## src/design/tpes_pkg.sv

```systemverilog
`timescale 1ns / 1ps

package tpes_pkg;

    // Field and datapath widths.
    localparam int DATA_W    = 16;
    localparam int SUM_W     = 18;
    localparam int PROD_W    = 2 * DATA_W;
    localparam int GAIN_FRAC = 12;

    // Number of phases handled per word.
    localparam int PHASES  = 3;
    localparam int PHASE_W = 2;

    // Default depth of the sum history ring.
    localparam int HISTORY_DEPTH_DEF = 16;

    // Configuration port.
    localparam int CFG_ADDR_W = 3;

    typedef enum logic [CFG_ADDR_W-1:0] {
        CFG_GAIN_A        = 3'd0,
        CFG_GAIN_B        = 3'd1,
        CFG_GAIN_C        = 3'd2,
        CFG_SUM_CAP       = 3'd3,
        CFG_WIDTH_FLOOR   = 3'd4,
        CFG_START_COUNT   = 3'd5,
        CFG_OVERLAP_COUNT = 3'd6
    } cfg_addr_t;

    // Phase indexes used by the ordering logic.
    localparam logic [PHASE_W-1:0] PH_A = 2'd0;
    localparam logic [PHASE_W-1:0] PH_B = 2'd1;
    localparam logic [PHASE_W-1:0] PH_C = 2'd2;

    // Register reset values.
    localparam logic [DATA_W-1:0] GAIN_RST    = 16'd4096;
    localparam logic [DATA_W-1:0] LIMIT_RST   = 16'hFFFF;
    localparam logic [DATA_W-1:0] FLOOR_RST   = 16'd0;
    localparam logic [DATA_W-1:0] START_RST   = 16'd0;
    localparam logic [DATA_W-1:0] OVERLAP_RST = 16'd0;

    // Control and status between the sequencer and a divider lane.
    typedef struct packed {
        logic start;
    } div_ctrl_t;

    typedef struct packed {
        logic busy;
    } div_stat_t;

endpackage

```

## src/design/tpes_divider.sv

```systemverilog
`timescale 1ns / 1ps

module tpes_divider
(
    input  logic                               clk,
    input  logic                               rst_n,
    input  tpes_pkg::div_ctrl_t                ctrl,
    input  logic [tpes_pkg::PROD_W-1:0]        dividend,
    input  logic [tpes_pkg::SUM_W-1:0]         divisor,
    output logic [tpes_pkg::DATA_W-1:0]        quotient,
    output tpes_pkg::div_stat_t                stat
);

    localparam int CNT_W = $clog2(tpes_pkg::DATA_W + 1);

    logic                            busy_reg;
    logic [CNT_W-1:0]                cnt_reg;
    logic [tpes_pkg::SUM_W-1:0]      rem_reg;
    logic [tpes_pkg::SUM_W-1:0]      rem_next;
    logic [tpes_pkg::DATA_W-1:0]     quo_reg;
    logic [tpes_pkg::DATA_W-1:0]     quo_next;
    logic [tpes_pkg::SUM_W:0]        trial;
    logic [tpes_pkg::SUM_W:0]        divisor_ext;
    logic [tpes_pkg::SUM_W-1:0]      divisor_reg;

    // One restoring step: bring down the next dividend bit and try a subtract.
    always_comb
    begin
        trial       = {rem_reg, quo_reg[tpes_pkg::DATA_W-1]};
        divisor_ext = {1'b0, divisor_reg};
        if (trial >= divisor_ext)
        begin
            rem_next = tpes_pkg::SUM_W'(trial - divisor_ext);
            quo_next = {quo_reg[tpes_pkg::DATA_W-2:0], 1'b1};
        end
        else
        begin
            rem_next = trial[tpes_pkg::SUM_W-1:0];
            quo_next = {quo_reg[tpes_pkg::DATA_W-2:0], 1'b0};
        end
    end

    // Step counter; the quotient is known to fit in DATA_W bits, so the
    // upper dividend half is loaded straight into the remainder.
    always_ff @(posedge clk or negedge rst_n)
    begin
        if (!rst_n)
        begin
            busy_reg <= 1'b0;
            cnt_reg  <= '0;
        end
        else if (ctrl.start)
        begin
            busy_reg <= 1'b1;
            cnt_reg  <= CNT_W'(tpes_pkg::DATA_W);
        end
        else if (busy_reg)
        begin
            cnt_reg <= cnt_reg - CNT_W'(1);
            if (cnt_reg == CNT_W'(1))
            begin
                busy_reg <= 1'b0;
            end
        end
    end

    // Remainder and shifting dividend/quotient word.
    always_ff @(posedge clk)
    begin
        if (ctrl.start)
        begin
            rem_reg     <= tpes_pkg::SUM_W'(dividend[tpes_pkg::PROD_W-1:tpes_pkg::DATA_W]);
            quo_reg     <= dividend[tpes_pkg::DATA_W-1:0];
            divisor_reg <= divisor;
        end
        else if (busy_reg)
        begin
            rem_reg <= rem_next;
            quo_reg <= quo_next;
        end
    end

    assign quotient  = quo_reg;
    assign stat.busy = busy_reg;

endmodule

```

## src/design/tpes_history.sv

```systemverilog
`timescale 1ns / 1ps

module tpes_history
#(
    parameter int HISTORY_DEPTH = tpes_pkg::HISTORY_DEPTH_DEF
)
(
    input  logic                          clk,
    input  logic                          rst_n,
    input  logic                          push,
    input  logic [tpes_pkg::SUM_W-1:0]    data,
    output logic                          full
);

    localparam int PTR_W = $clog2(HISTORY_DEPTH);

    logic [tpes_pkg::SUM_W-1:0] hist_mem [HISTORY_DEPTH];
    logic [PTR_W-1:0]           ptr_reg;
    logic                       wrapped_reg;

    // Ring storage, written at the current slot.
    always_ff @(posedge clk)
    begin
        if (push)
        begin
            hist_mem[ptr_reg] <= data;
        end
    end

    // Slot pointer; the full flag stays set once the ring has wrapped.
    always_ff @(posedge clk or negedge rst_n)
    begin
        if (!rst_n)
        begin
            ptr_reg     <= '0;
            wrapped_reg <= 1'b0;
        end
        else if (push)
        begin
            if (ptr_reg == PTR_W'(HISTORY_DEPTH - 1))
            begin
                ptr_reg     <= '0;
                wrapped_reg <= 1'b1;
            end
            else
            begin
                ptr_reg <= ptr_reg + PTR_W'(1);
            end
        end
    end

    assign full = wrapped_reg;

endmodule

```

## src/design/three_phase_pwm_edge_sequencer_core.sv

```systemverilog
`timescale 1ns / 1ps

// Three-phase PWM edge sequencer. Each input word carries three phase demands;
// each is scaled by its Q4.12 gain into a width saturated to 16 bits, the
// unscaled width sum is logged in a ring of HISTORY_DEPTH entries, widths are
// rescaled by the sum cap over the sum when the sum exceeds the cap, and the
// phases are placed back to back from shortest to longest, returning one word
// of on/off compare values. One word is in work at a time: it passes the
// multiply, sum, scale, divide, sort and place states, and the divide state
// waits only when rescaling is needed, for the bit-per-cycle dividers (one
// per phase, run in parallel). A result is loaded once the output register is
// free, and the next word can be taken in the cycle after. A new word is
// accepted while the previous result waits in the output register.
// Configuration writes take effect at once and must be made while the block
// is idle.
module three_phase_pwm_edge_sequencer_core
#(
    parameter int HISTORY_DEPTH = tpes_pkg::HISTORY_DEPTH_DEF
)
(
    input  logic                               clk,
    input  logic                               rst_n,

    input  logic                               cfg_en,
    input  logic [tpes_pkg::CFG_ADDR_W-1:0]    cfg_addr,
    input  logic [tpes_pkg::DATA_W-1:0]        cfg_data,

    input  logic                               in_valid,
    output logic                               in_ready,
    input  logic [tpes_pkg::DATA_W-1:0]        demand_a,
    input  logic [tpes_pkg::DATA_W-1:0]        demand_b,
    input  logic [tpes_pkg::DATA_W-1:0]        demand_c,

    output logic                               out_valid,
    input  logic                               out_ready,
    output logic [tpes_pkg::DATA_W-1:0]        on_a,
    output logic [tpes_pkg::DATA_W-1:0]        off_a,
    output logic [tpes_pkg::DATA_W-1:0]        on_b,
    output logic [tpes_pkg::DATA_W-1:0]        off_b,
    output logic [tpes_pkg::DATA_W-1:0]        on_c,
    output logic [tpes_pkg::DATA_W-1:0]        off_c,
    output logic [tpes_pkg::SUM_W-1:0]         width_sum,
    output logic                               history_full
);

    localparam int DW = tpes_pkg::DATA_W;
    localparam int SW = tpes_pkg::SUM_W;
    localparam int PW = tpes_pkg::PROD_W;
    localparam int NP = tpes_pkg::PHASES;

    typedef enum logic [6:0] {
        S_IDLE  = 7'b0000001,
        S_MUL   = 7'b0000010,
        S_SUM   = 7'b0000100,
        S_SCALE = 7'b0001000,
        S_DIV   = 7'b0010000,
        S_SORT  = 7'b0100000,
        S_PLACE = 7'b1000000
    } state_t;

    state_t state_reg;

    // Configuration registers.
    logic [DW-1:0] gain_reg [NP];
    logic [DW-1:0] limit_reg;
    logic [DW-1:0] floor_reg;
    logic [DW-1:0] start_reg;
    logic [DW-1:0] overlap_reg;

    // Datapath registers.
    logic [DW-1:0] demand_reg [NP];
    logic [PW-1:0] prod_reg [NP];
    logic [DW-1:0] width_reg [NP];
    logic [SW-1:0] sum_reg;
    logic          over_reg;
    logic [DW-1:0] ow_reg [NP];
    logic [tpes_pkg::PHASE_W-1:0] ord_reg [NP];
    logic          supp_reg;

    // Output register.
    logic          out_valid_reg;
    logic [DW-1:0] on_reg [NP];
    logic [DW-1:0] off_reg [NP];
    logic [SW-1:0] sum_out_reg;
    logic          full_out_reg;

    // Combinational helpers.
    logic [DW-1:0] width_sat [NP];
    logic [SW-1:0] sum_next;
    logic          over_now;
    logic [PW-1:0] dividend [NP];
    logic [DW-1:0] quotient [NP];
    tpes_pkg::div_ctrl_t div_ctrl;
    tpes_pkg::div_stat_t div_stat [NP];
    logic          div_busy;
    logic [tpes_pkg::PHASE_W-1:0] ord_next [NP];
    logic [DW-1:0] on_p [NP];
    logic [DW-1:0] off_p [NP];
    logic [DW-1:0] on_k [NP];
    logic [DW-1:0] off_k [NP];
    logic          in_fire;
    logic          out_free;
    logic          hist_full;
    logic [SW:0]   scaled_sum;

    assign in_ready = (state_reg == S_IDLE);
    assign in_fire  = in_valid && in_ready;
    assign out_free = !out_valid_reg || out_ready;

    // Configuration writes; unknown indexes are ignored.
    always_ff @(posedge clk or negedge rst_n)
    begin
        if (!rst_n)
        begin
            gain_reg[0] <= tpes_pkg::GAIN_RST;
            gain_reg[1] <= tpes_pkg::GAIN_RST;
            gain_reg[2] <= tpes_pkg::GAIN_RST;
            limit_reg   <= tpes_pkg::LIMIT_RST;
            floor_reg   <= tpes_pkg::FLOOR_RST;
            start_reg   <= tpes_pkg::START_RST;
            overlap_reg <= tpes_pkg::OVERLAP_RST;
        end
        else if (cfg_en)
        begin
            unique case (cfg_addr)
                tpes_pkg::CFG_GAIN_A:        gain_reg[0] <= cfg_data;
                tpes_pkg::CFG_GAIN_B:        gain_reg[1] <= cfg_data;
                tpes_pkg::CFG_GAIN_C:        gain_reg[2] <= cfg_data;
                tpes_pkg::CFG_SUM_CAP:       limit_reg   <= cfg_data;
                tpes_pkg::CFG_WIDTH_FLOOR:   floor_reg   <= cfg_data;
                tpes_pkg::CFG_START_COUNT:   start_reg   <= cfg_data;
                tpes_pkg::CFG_OVERLAP_COUNT: overlap_reg <= cfg_data;
                default:                     ;
            endcase
        end
    end

    // Width saturation, width sum and the over-limit test.
    always_comb
    begin
        for (int k = 0; k < NP; k++)
        begin
            if (|prod_reg[k][PW-1:DW+tpes_pkg::GAIN_FRAC])
            begin
                width_sat[k] = '1;
            end
            else
            begin
                width_sat[k] = prod_reg[k][DW+tpes_pkg::GAIN_FRAC-1:tpes_pkg::GAIN_FRAC];
            end
            dividend[k] = PW'(width_reg[k]) * PW'(limit_reg);
        end
        sum_next = SW'(width_sat[0]) + SW'(width_sat[1]) + SW'(width_sat[2]);
        over_now = (sum_reg > SW'(limit_reg));
    end

    assign div_ctrl.start = (state_reg == S_SCALE) && over_now;
    assign div_busy       = div_stat[0].busy || div_stat[1].busy || div_stat[2].busy;

    // One divider lane per phase, all sharing the width sum as divisor.
    for (genvar g = 0; g < NP; g++)
    begin : g_div
        tpes_divider u_div
        (
            .clk      (clk),
            .rst_n    (rst_n),
            .ctrl     (div_ctrl),
            .dividend (dividend[g]),
            .divisor  (sum_reg),
            .quotient (quotient[g]),
            .stat     (div_stat[g])
        );
    end

    tpes_history
    #(
        .HISTORY_DEPTH (HISTORY_DEPTH)
    )
    u_history
    (
        .clk   (clk),
        .rst_n (rst_n),
        .push  (state_reg == S_SUM),
        .data  (sum_next),
        .full  (hist_full)
    );

    // Ordering tree; strict compares send ties to the later branches.
    always_comb
    begin
        if (width_reg[0] < width_reg[1])
        begin
            if (width_reg[1] < width_reg[2])
            begin
                ord_next[0] = tpes_pkg::PH_A;
                ord_next[1] = tpes_pkg::PH_B;
                ord_next[2] = tpes_pkg::PH_C;
            end
            else if (width_reg[0] < width_reg[2])
            begin
                ord_next[0] = tpes_pkg::PH_A;
                ord_next[1] = tpes_pkg::PH_C;
                ord_next[2] = tpes_pkg::PH_B;
            end
            else
            begin
                ord_next[0] = tpes_pkg::PH_C;
                ord_next[1] = tpes_pkg::PH_A;
                ord_next[2] = tpes_pkg::PH_B;
            end
        end
        else
        begin
            if (width_reg[0] < width_reg[2])
            begin
                ord_next[0] = tpes_pkg::PH_B;
                ord_next[1] = tpes_pkg::PH_A;
                ord_next[2] = tpes_pkg::PH_C;
            end
            else if (width_reg[1] < width_reg[2])
            begin
                ord_next[0] = tpes_pkg::PH_B;
                ord_next[1] = tpes_pkg::PH_C;
                ord_next[2] = tpes_pkg::PH_A;
            end
            else
            begin
                ord_next[0] = tpes_pkg::PH_C;
                ord_next[1] = tpes_pkg::PH_B;
                ord_next[2] = tpes_pkg::PH_A;
            end
        end
    end

    // Edge placement in pulse order, then mapped back to the phases.
    always_comb
    begin
        on_p[0] = start_reg;
        if (supp_reg)
        begin
            off_p[0] = start_reg;
            on_p[1]  = start_reg;
        end
        else
        begin
            off_p[0] = start_reg + ow_reg[0];
            on_p[1]  = off_p[0] - overlap_reg;
        end
        off_p[1] = on_p[1] + ow_reg[1];
        on_p[2]  = off_p[1] - overlap_reg;
        off_p[2] = on_p[2] + ow_reg[2];

        for (int k = 0; k < NP; k++)
        begin
            on_k[k]  = '0;
            off_k[k] = '0;
        end
        for (int p = 0; p < NP; p++)
        begin
            on_k[ord_reg[p]]  = on_p[p];
            off_k[ord_reg[p]] = off_p[p];
        end
    end

    // Sequencer control.
    always_ff @(posedge clk or negedge rst_n)
    begin
        if (!rst_n)
        begin
            state_reg <= S_IDLE;
        end
        else
        begin
            unique case (state_reg)
                S_IDLE:
                begin
                    if (in_fire)
                    begin
                        state_reg <= S_MUL;
                    end
                end
                S_MUL:   state_reg <= S_SUM;
                S_SUM:   state_reg <= S_SCALE;
                S_SCALE: state_reg <= S_DIV;
                S_DIV:
                begin
                    if (!over_reg || !div_busy)
                    begin
                        state_reg <= S_SORT;
                    end
                end
                S_SORT:  state_reg <= S_PLACE;
                S_PLACE:
                begin
                    if (out_free)
                    begin
                        state_reg <= S_IDLE;
                    end
                end
                default: state_reg <= S_IDLE;
            endcase
        end
    end

    // Datapath registers, loaded by state.
    always_ff @(posedge clk)
    begin
        if (in_fire)
        begin
            demand_reg[0] <= demand_a;
            demand_reg[1] <= demand_b;
            demand_reg[2] <= demand_c;
        end
        for (int k = 0; k < NP; k++)
        begin
            if (state_reg == S_MUL)
            begin
                prod_reg[k] <= PW'(demand_reg[k]) * PW'(gain_reg[k]);
            end
            if (state_reg == S_SUM)
            begin
                width_reg[k] <= width_sat[k];
            end
            if ((state_reg == S_DIV) && over_reg && !div_busy)
            begin
                width_reg[k] <= quotient[k];
            end
            if (state_reg == S_SORT)
            begin
                ow_reg[k]  <= width_reg[ord_next[k]];
                ord_reg[k] <= ord_next[k];
            end
        end
        if (state_reg == S_SUM)
        begin
            sum_reg <= sum_next;
        end
        if (state_reg == S_SCALE)
        begin
            over_reg <= over_now;
        end
        if (state_reg == S_SORT)
        begin
            supp_reg <= (width_reg[ord_next[0]] < floor_reg);
        end
    end

    // Output register valid flag.
    always_ff @(posedge clk or negedge rst_n)
    begin
        if (!rst_n)
        begin
            out_valid_reg <= 1'b0;
        end
        else if ((state_reg == S_PLACE) && out_free)
        begin
            out_valid_reg <= 1'b1;
        end
        else if (out_ready)
        begin
            out_valid_reg <= 1'b0;
        end
    end

    // Output register word.
    always_ff @(posedge clk)
    begin
        if ((state_reg == S_PLACE) && out_free)
        begin
            for (int k = 0; k < NP; k++)
            begin
                on_reg[k]  <= on_k[k];
                off_reg[k] <= off_k[k];
            end
            sum_out_reg  <= sum_reg;
            full_out_reg <= hist_full;
        end
    end

    assign out_valid    = out_valid_reg;
    assign on_a         = on_reg[0];
    assign off_a        = off_reg[0];
    assign on_b         = on_reg[1];
    assign off_b        = off_reg[1];
    assign on_c         = on_reg[2];
    assign off_c        = off_reg[2];
    assign width_sum    = sum_out_reg;
    assign history_full = full_out_reg;

    assign scaled_sum = (SW+1)'(width_reg[0]) + (SW+1)'(width_reg[1])
                      + (SW+1)'(width_reg[2]);

    // Rescaled widths never add up to more than the limit.
    a_scaled_within_limit: assert property (@(posedge clk) disable iff (!rst_n)
        ((state_reg == S_SORT) && over_reg) |-> (scaled_sum <= (SW+1)'(limit_reg)))
        else $error("rescaled widths exceed the width limit");

    // Pulse order is nondecreasing in width.
    a_order_sorted: assert property (@(posedge clk) disable iff (!rst_n)
        (state_reg == S_PLACE) |-> ((ow_reg[0] <= ow_reg[1]) && (ow_reg[1] <= ow_reg[2])))
        else $error("pulse order is not sorted by width");

    // A result never overwrites a word that is still waiting.
    a_no_overwrite: assert property (@(posedge clk) disable iff (!rst_n)
        (out_valid && !out_ready) |=> (out_valid && $stable(width_sum)))
        else $error("pending result word was overwritten");

endmodule

```

## config.mk

```make
export PLATFORM = sky130hd
export DESIGN_NAME = three_phase_pwm_edge_sequencer_core
export DESIGN_NICKNAME = d
export VERILOG_FILES = /design/src/design/tpes_pkg.sv /design/src/design/tpes_divider.sv /design/src/design/tpes_history.sv /design/src/design/three_phase_pwm_edge_sequencer_core.sv
export SDC_FILE = /design/constraint.sdc
export NUM_CORES = 2
export LEC_CHECK = 0
export BUFFER_PORTS_ARGS = -buffer_cell sky130_fd_sc_hd__buf_2
export CAP_MARGIN = 15
export CELL_PAD_IN_SITES_DETAIL_PLACEMENT = 2
export CELL_PAD_IN_SITES_GLOBAL_PLACEMENT = 2
export CORE_UTILIZATION = 43
export CTS_BUF_LIST = sky130_fd_sc_hd__clkbuf_4
export DETAILED_ROUTE_END_ITERATION = 10
export GPL_TIMING_DRIVEN = 0
export PLACE_DENSITY_LB_ADDON = 0.12
export REMOVE_ABC_BUFFERS = 1
export SLEW_MARGIN = 30
export SYNTH_ARGS = -nofsm -noshare
export SYNTH_HDL_FRONTEND = slang
export SYNTH_SLANG_ARGS = --single-unit
```

## constraint.sdc

```tcl
create_clock -name clk -period 8.1 [get_ports clk]
set_clock_uncertainty 0.05 [all_clocks]
set_input_delay 1.62 -clock clk [delete_from_list [all_inputs] [get_ports clk]]
set_output_delay 1.62 -clock clk [all_outputs]
set_load 0.05 [all_outputs]
```

Word level (Yosys, flattened, before mapping)
Memories as Yosys holds them, arrays and structs flattened.
Index checks and enable logic that the tools add are counted.
- add/sub/neg operators: 14
- multipliers: 6
- $lt $le $gt $ge: 14
- equality and inequality tests: 20
- mux-type cells: 75
- bitwise operators: 8
- reduce and logical (&&, ||, !) cells: 32
- operator list (operator ; number):
    $mux 16 ; 23
    $bwmux 48 ; 4
    $mul 16x16->32 ; 6
    $and 48x48->48 ; 2
    $demux 16 s2 ; 3
    $lt 16x16->1 ; 4
    $ge 19x18->1 ; 3
    $mux 18 ; 3
    $sub 18x18->18 ; 3
    $pmux 7 s7 ; 1
    $add 16x16->16 ; 3
    $sub 16x16->16 ; 2
    $mux 5 ; 6
    $mux 6 ; 5
    $mux 1 ; 26
    $mux 7 ; 3
    $add 17x16->18 ; 1
    $gt 18x16->1 ; 1
    $add 16x16->17 ; 1
    $reduce_and 2->1 ; 8
    $eq 5x1->1 const B ; 3
    $sub 5x1->5 const B ; 3
    $reduce_or 4->1 ; 3
    $eq 3x3->1 const B ; 3
    other kinds (24) ; 49
- register bits: 302
- RAM bits: 342
- input port bits: 72
- logic and storage cells: 208
- memories: 7
- memories (name ; depth ; width ; read ports ; clocked after Yosys merged registers in ; wr ports ; RTL line ; RTL):
    prod_reg ; 3 ; 32 ; 3 ; 0 ; 3 ; three_phase_pwm_edge_sequencer_core.sv:72 ; logic [PW-1:0] prod_reg [NP];
    demand_reg ; 3 ; 16 ; 3 ; 0 ; 3 ; three_phase_pwm_edge_sequencer_core.sv:71 ; logic [DW-1:0] demand_reg [NP];
    off_reg ; 3 ; 16 ; 3 ; 0 ; 3 ; three_phase_pwm_edge_sequencer_core.sv:83 ; logic [DW-1:0] off_reg [NP];
    on_reg ; 3 ; 16 ; 3 ; 0 ; 3 ; three_phase_pwm_edge_sequencer_core.sv:82 ; logic [DW-1:0] on_reg [NP];
    ow_reg ; 3 ; 16 ; 3 ; 0 ; 3 ; three_phase_pwm_edge_sequencer_core.sv:76 ; logic [DW-1:0] ow_reg [NP];
    width_reg ; 3 ; 16 ; 6 ; 0 ; 3 ; three_phase_pwm_edge_sequencer_core.sv:73 ; logic [DW-1:0] width_reg [NP];
    1 more memories ; -- ; -- ; -- ; -- ; -- ; -- ;

Longest topological paths before layout
An unclocked memory read counts as a cell.
- word-level depth: 9
- depth in mapped cells: 36
- gate-level depth less buffers: 36

By module
From an unflattened synthesis, not the netlist that was laid out.
- cell total of the unflattened synthesis: 8743
- area, all modules: 83565.1 um^2
- by module, submodules not included (module ; instances ; cells each ; area an instance (um^2) ; seq. area each (um^2)):
    three_phase_pwm_edge_sequencer_core ; 1 ; 7776 ; 72854.9 ; 13387.8
    tpes_divider ; 3 ; 316 ; 3498.4 ; 1691.6
    tpes_history ; 1 ; 19 ; 215.2 ; 125.1

Least setup slack after synthesis
OpenSTA, ideal clock, no wires.
- kind: input port to flip-flop
- start point: in out_ready
- end point: reg full_out_reg (netlist: history_full) (enable)
- library setup time: 0.590 ns
- arrival: 6.463 ns
- setup slack: 0.996 ns
- stages: 2
- path buffers: 0
- cells stage by stage: nor2b_1 nor2_1
- cells in the longest elaborated chain, start to end: 2
- RTL lines (element ; RTL line ; RTL):
    start: declaration ; three_phase_pwm_edge_sequencer_core.sv:35 ; input logic out_ready,
    $logic_or 1x1->1 ; three_phase_pwm_edge_sequencer_core.sv:108 ; assign out_free = !out_valid_reg || out_ready;
    $logic_and 1x1->1 ; three_phase_pwm_edge_sequencer_core.sv:368 ; if ((state_reg == S_PLACE) && out_free)
    end signal: assignment ; three_phase_pwm_edge_sequencer_core.sv:376 ; full_out_reg <= hist_full;
    end: declaration ; three_phase_pwm_edge_sequencer_core.sv:85 ; logic full_out_reg;
Every way passes these cells.
A chain may end at the register's enable or synchronous reset.

Final worst setup path
- start point: reg limit_reg[5]
- end point: reg g_div[0].u_div.rem_reg[14] (netlist bit), data pin
- cells in the longest elaborated chain, start to end: 3
- elaborated cells on any way between the ends: 4
- classes of those cells: mul (1); order compare (1); mux (1); reduce/logical (1)
- RTL lines (element ; RTL line ; RTL):
    start: declaration ; three_phase_pwm_edge_sequencer_core.sv:65 ; logic [DW-1:0] limit_reg;
    start signal: assignment ; three_phase_pwm_edge_sequencer_core.sv:118 ; limit_reg <= tpes_pkg::LIMIT_RST;
    start signal: assignment ; three_phase_pwm_edge_sequencer_core.sv:129 ; tpes_pkg::CFG_SUM_CAP: limit_reg <= cfg_data;
    branches (longest 2 deep; another with $mul 16x16->32) ; -- ;
    $mux 16 * ; tpes_divider.sv:70 ; if (ctrl.start)
    end signal: assignment ; tpes_divider.sv:72 ; rem_reg <= tpes_pkg::SUM_W'(dividend[tpes_pkg::PROD_W-1:tpes_pkg::DATA_W]);
    end signal: assignment ; tpes_divider.sv:78 ; rem_reg <= rem_next;
    end: declaration ; tpes_divider.sv:18 ; logic [tpes_pkg::SUM_W-1:0] rem_reg;
Every way passes the cells marked *.

==> flow_metrics.py <==
metrics = {
    "run_status": {
        "outcome": "finished clean",
    },
    "placement": {
        "port_buffers": 188,
        "place_congestion": 0.871,
        "dp_hpwl_um": 232000,
    },
    "cells_and_area": {
        "largest_register_ffs": 60,
        "drive_above_1_share_pct": 10.4,
        "fin_nets": 10874,
        "syn2layout_area_growth_pct": 9.20,
    },
    "route": {
        "drt-wirelength-per-cell_um": 27.1,
        "ant_nets": 0,
        "vias_per_cell": 5.66,
        "drt-initial-drc-count": 3601,
        "drt_first_pass_iters": 6,
        "drc": 0,
        "drt-total-wl_um": 310000,
        "vias": 64681,
    },
    "synth": {
        "synthMuxAreaShare_pct": 2.18,
        "yosysTopAreaCell": "fa_1",
        "synth_adder_area_share_pct": 41.9,
        "synth_seq_cells": 608,
        "synth.most_common_cell": "inv_1",
        "synthCells": 8643,
        "syn_area_per_cell_um2": 9.47,
        "yosysWarningCount": 0,
        "async_flop_share_pct": 23.5,
        "yosysSeqAreaShare_pct": 21.4,
        "synth.cell_area_mm2": 0.0818,
        "dominantRegCellSynth": "edfxtp_1",
        "synth_top_family_by_area": "adder cells",
        "synth_edf_count": 459,
        "yosysUniqueCellTypes": 102,
        "synth_top_area_share_pct": 29.0,
        "synth_compound_area_share_pct": 8.68,
        "synth_area_leaders": "fa_1 (29%), edfxtp_1 (17%), ha_1 (13%)",
        "synthTopCellsByCount": "inv_1 (1538), nand2_1 (1240), fa_1 (1186)",
        "synth-simple-area-share_pct": 14.1,
        "synthXorXnorAreaFrac_pct": 2.84,
    },
    "timing": {
        "fmax_ghz": 0.127,
        "finalSetupTns_ns": 0,
        "finalCritPeriodShare_pct": 96.9,
        "worst_pin_slew_ns": 1.08,
        "grt_setup_unrepaired": "yes",
        "setup_viol": 0,
        "maxSlewViolCount": 0,
        "finalCriticalPeriod_ns": 7.85,
        "hold_violations": 0,
        "slew_headroom_pct": 27.7,
    },
    "critical_path": {
        "worstSetupEndpointType": "flip-flop",
        "start_kind": "flip-flop",
        "path_cells": "nand2_1, fa_1, inv_1, fa_1, inv_1, fa_1, fa_1, inv_1, fa_1, inv_1, fa_1, inv_1, ha_1, a21o_1, a21oi_1, inv_1, a221oi_2, a21oi_1, a31oi_4, o21ai_1, a211o_1, a21oi_1, xor2_1, a22oi_1",
        "cpLargestDelayFamily": "adder cells",
        "path_class": "reg2reg",
        "worstPathRequired_ns": 9.07,
        "slowest_delay_ns": 0.93,
        "crit_buf_inv": 6,
        "critPathArrivalTime_ns": 8.82,
        "reg2reg_slack_ns": 0.25,
        "crit_slowest_cell": "dfstp_4",
        "path_max_fanout": 24,
    },
    "cts": {
        "clk_latency_ns": 1.32,
        "clk_path_buf_depth": 3,
        "cts_sinks": 608,
        "root_buffer": "clkbuf_4",
        "cts_buffers": 180,
        "clk_pin_slew_ns": 0.08,
        "htree_levels": 4,
        "cts_tree": "built",
    },
    "floorplanning": {
        "die-area_mm2": 0.192,
        "pin_count": 189,
        "die_h_um": 438,
        "start_util_pct": 43.4,
        "die_width_um": 438,
        "std_cell_rows": 159,
        "core_mm2": 0.188,
    },
    "global_routing": {
        "gr-usage-all-layers_pct": 32.5,
        "grt_max_degree": 76,
        "grt_pass1_wl_um": 467000,
        "antenna_found_initial": 32,
        "gr-total-overflow": 0,
        "first_global_vias": 75139,
    },
    "worst_hold_path": {
        "hold_class": "reg2reg",
    },
    "run": {
        "cap_violations": 0,
    },
}
-- cell type report --
class / count / area (um^2)
antenna: 17 / 42.5
clock buffer: 268 / 2010
clock inverter: 59 / 377
fill: 20043 / 99000
inverter: 1554 / 5860
multi-input combinational: 6098 / 57500
sequential: 608 / 17600
tap: 2495 / 3120
timing repair buffer: 329 / 2860
-- routing by layer --
layer | share of wire (%) | global-route usage, % | up-vias | routed length (um)
met2 | 50 | 56.2 | 1817 | 155000
met5 | 0.033 | 0 | - | 103
met3 | 5.7 | 5.49 | 640 | 17600
met1 | 39 | 39.2 | 34347 | 122000
li1 | - | - | 27861 | -
met4 | 4.9 | 15.7 | 16 | 15300
-- timing repair --
item / 4_1_cts / 5_1_grt
buffers inserted: 14 / 31
resized for setup: 35 / 33
hold buffers: 1 / 0
endpoints found under the hold margin: 5 / 0
pin swaps: 2 / 7
setup endpoints to repair: 38 / 13
-- stage by stage --
step	cells	instance area (um^2)	setup WS [ns]	utilization, %	hold slack [ns]
after floorplan	8260	80400	0.410	-	0.377
after global placement	10943	84400	-6.77	44.8	0.395
after detailed placement	11035	86100	-0.738	45.7	0.424
after CTS	11377	88800	0.000480	47.2	0.276
after global routing	11419	89300	-0.128	47.4	0.350
final	11428	89400	0.249	47.4	0.414
-- kinds of logic after synthesis --
logic type               after synthesis
AO/OA/AOI/OAI                       1105
buffers and inverters               1937
AND/OR/NAND/NOR                     2539
adder cells (fa/ha/maj)             2031
flip-flops                           608
multiplexers                         161
XOR/XNOR                             262
-- placed cells by master, fill, tap and decap left out, drive strengths merged, types with 62 or more instances in the layout --
| master | n |
|---|---|
| clkbuf | 268 |
| o21ai | 232 |
| inv | 1551 |
| fa | 1186 |
| buf | 328 |
| xnor2 | 173 |
| ha | 845 |
| nor3 | 62 |
| xor2 | 89 |
| a21oi | 379 |
| edfxtp | 459 |
| nand2 | 1240 |
| mux2 | 124 |
| dfrtp | 123 |
| a21o | 113 |
| nor2 | 501 |
| and2 | 423 |
-- worst paths after layout --
check	startpoint	end	cells after the start
worst min-delay path	u_history.full$_DFFE_PN0P_	history_full$_DFFE_PP_	0
worst max-delay path	limit_reg[5]$_DFFE_PN1P_	g_div[0].u_div.rem_reg[14]$_DFFE_PP_	24
max in group asynchronous	rst_n	g_div[1].u_div.cnt_reg[1]$_DFFE_PN0P_	4
worst min register to register	u_history.full$_DFFE_PN0P_	history_full$_DFFE_PP_	0
min in group asynchronous	rst_n	start_reg[8]$_DFFE_PN0P_	2
worst max register to register	limit_reg[5]$_DFFE_PN1P_	g_div[0].u_div.rem_reg[14]$_DFFE_PP_	24
Power is left out: the tool's default activity adds up to more than one toggle a clock period on the data nets, which glitch-free logic cannot reach.
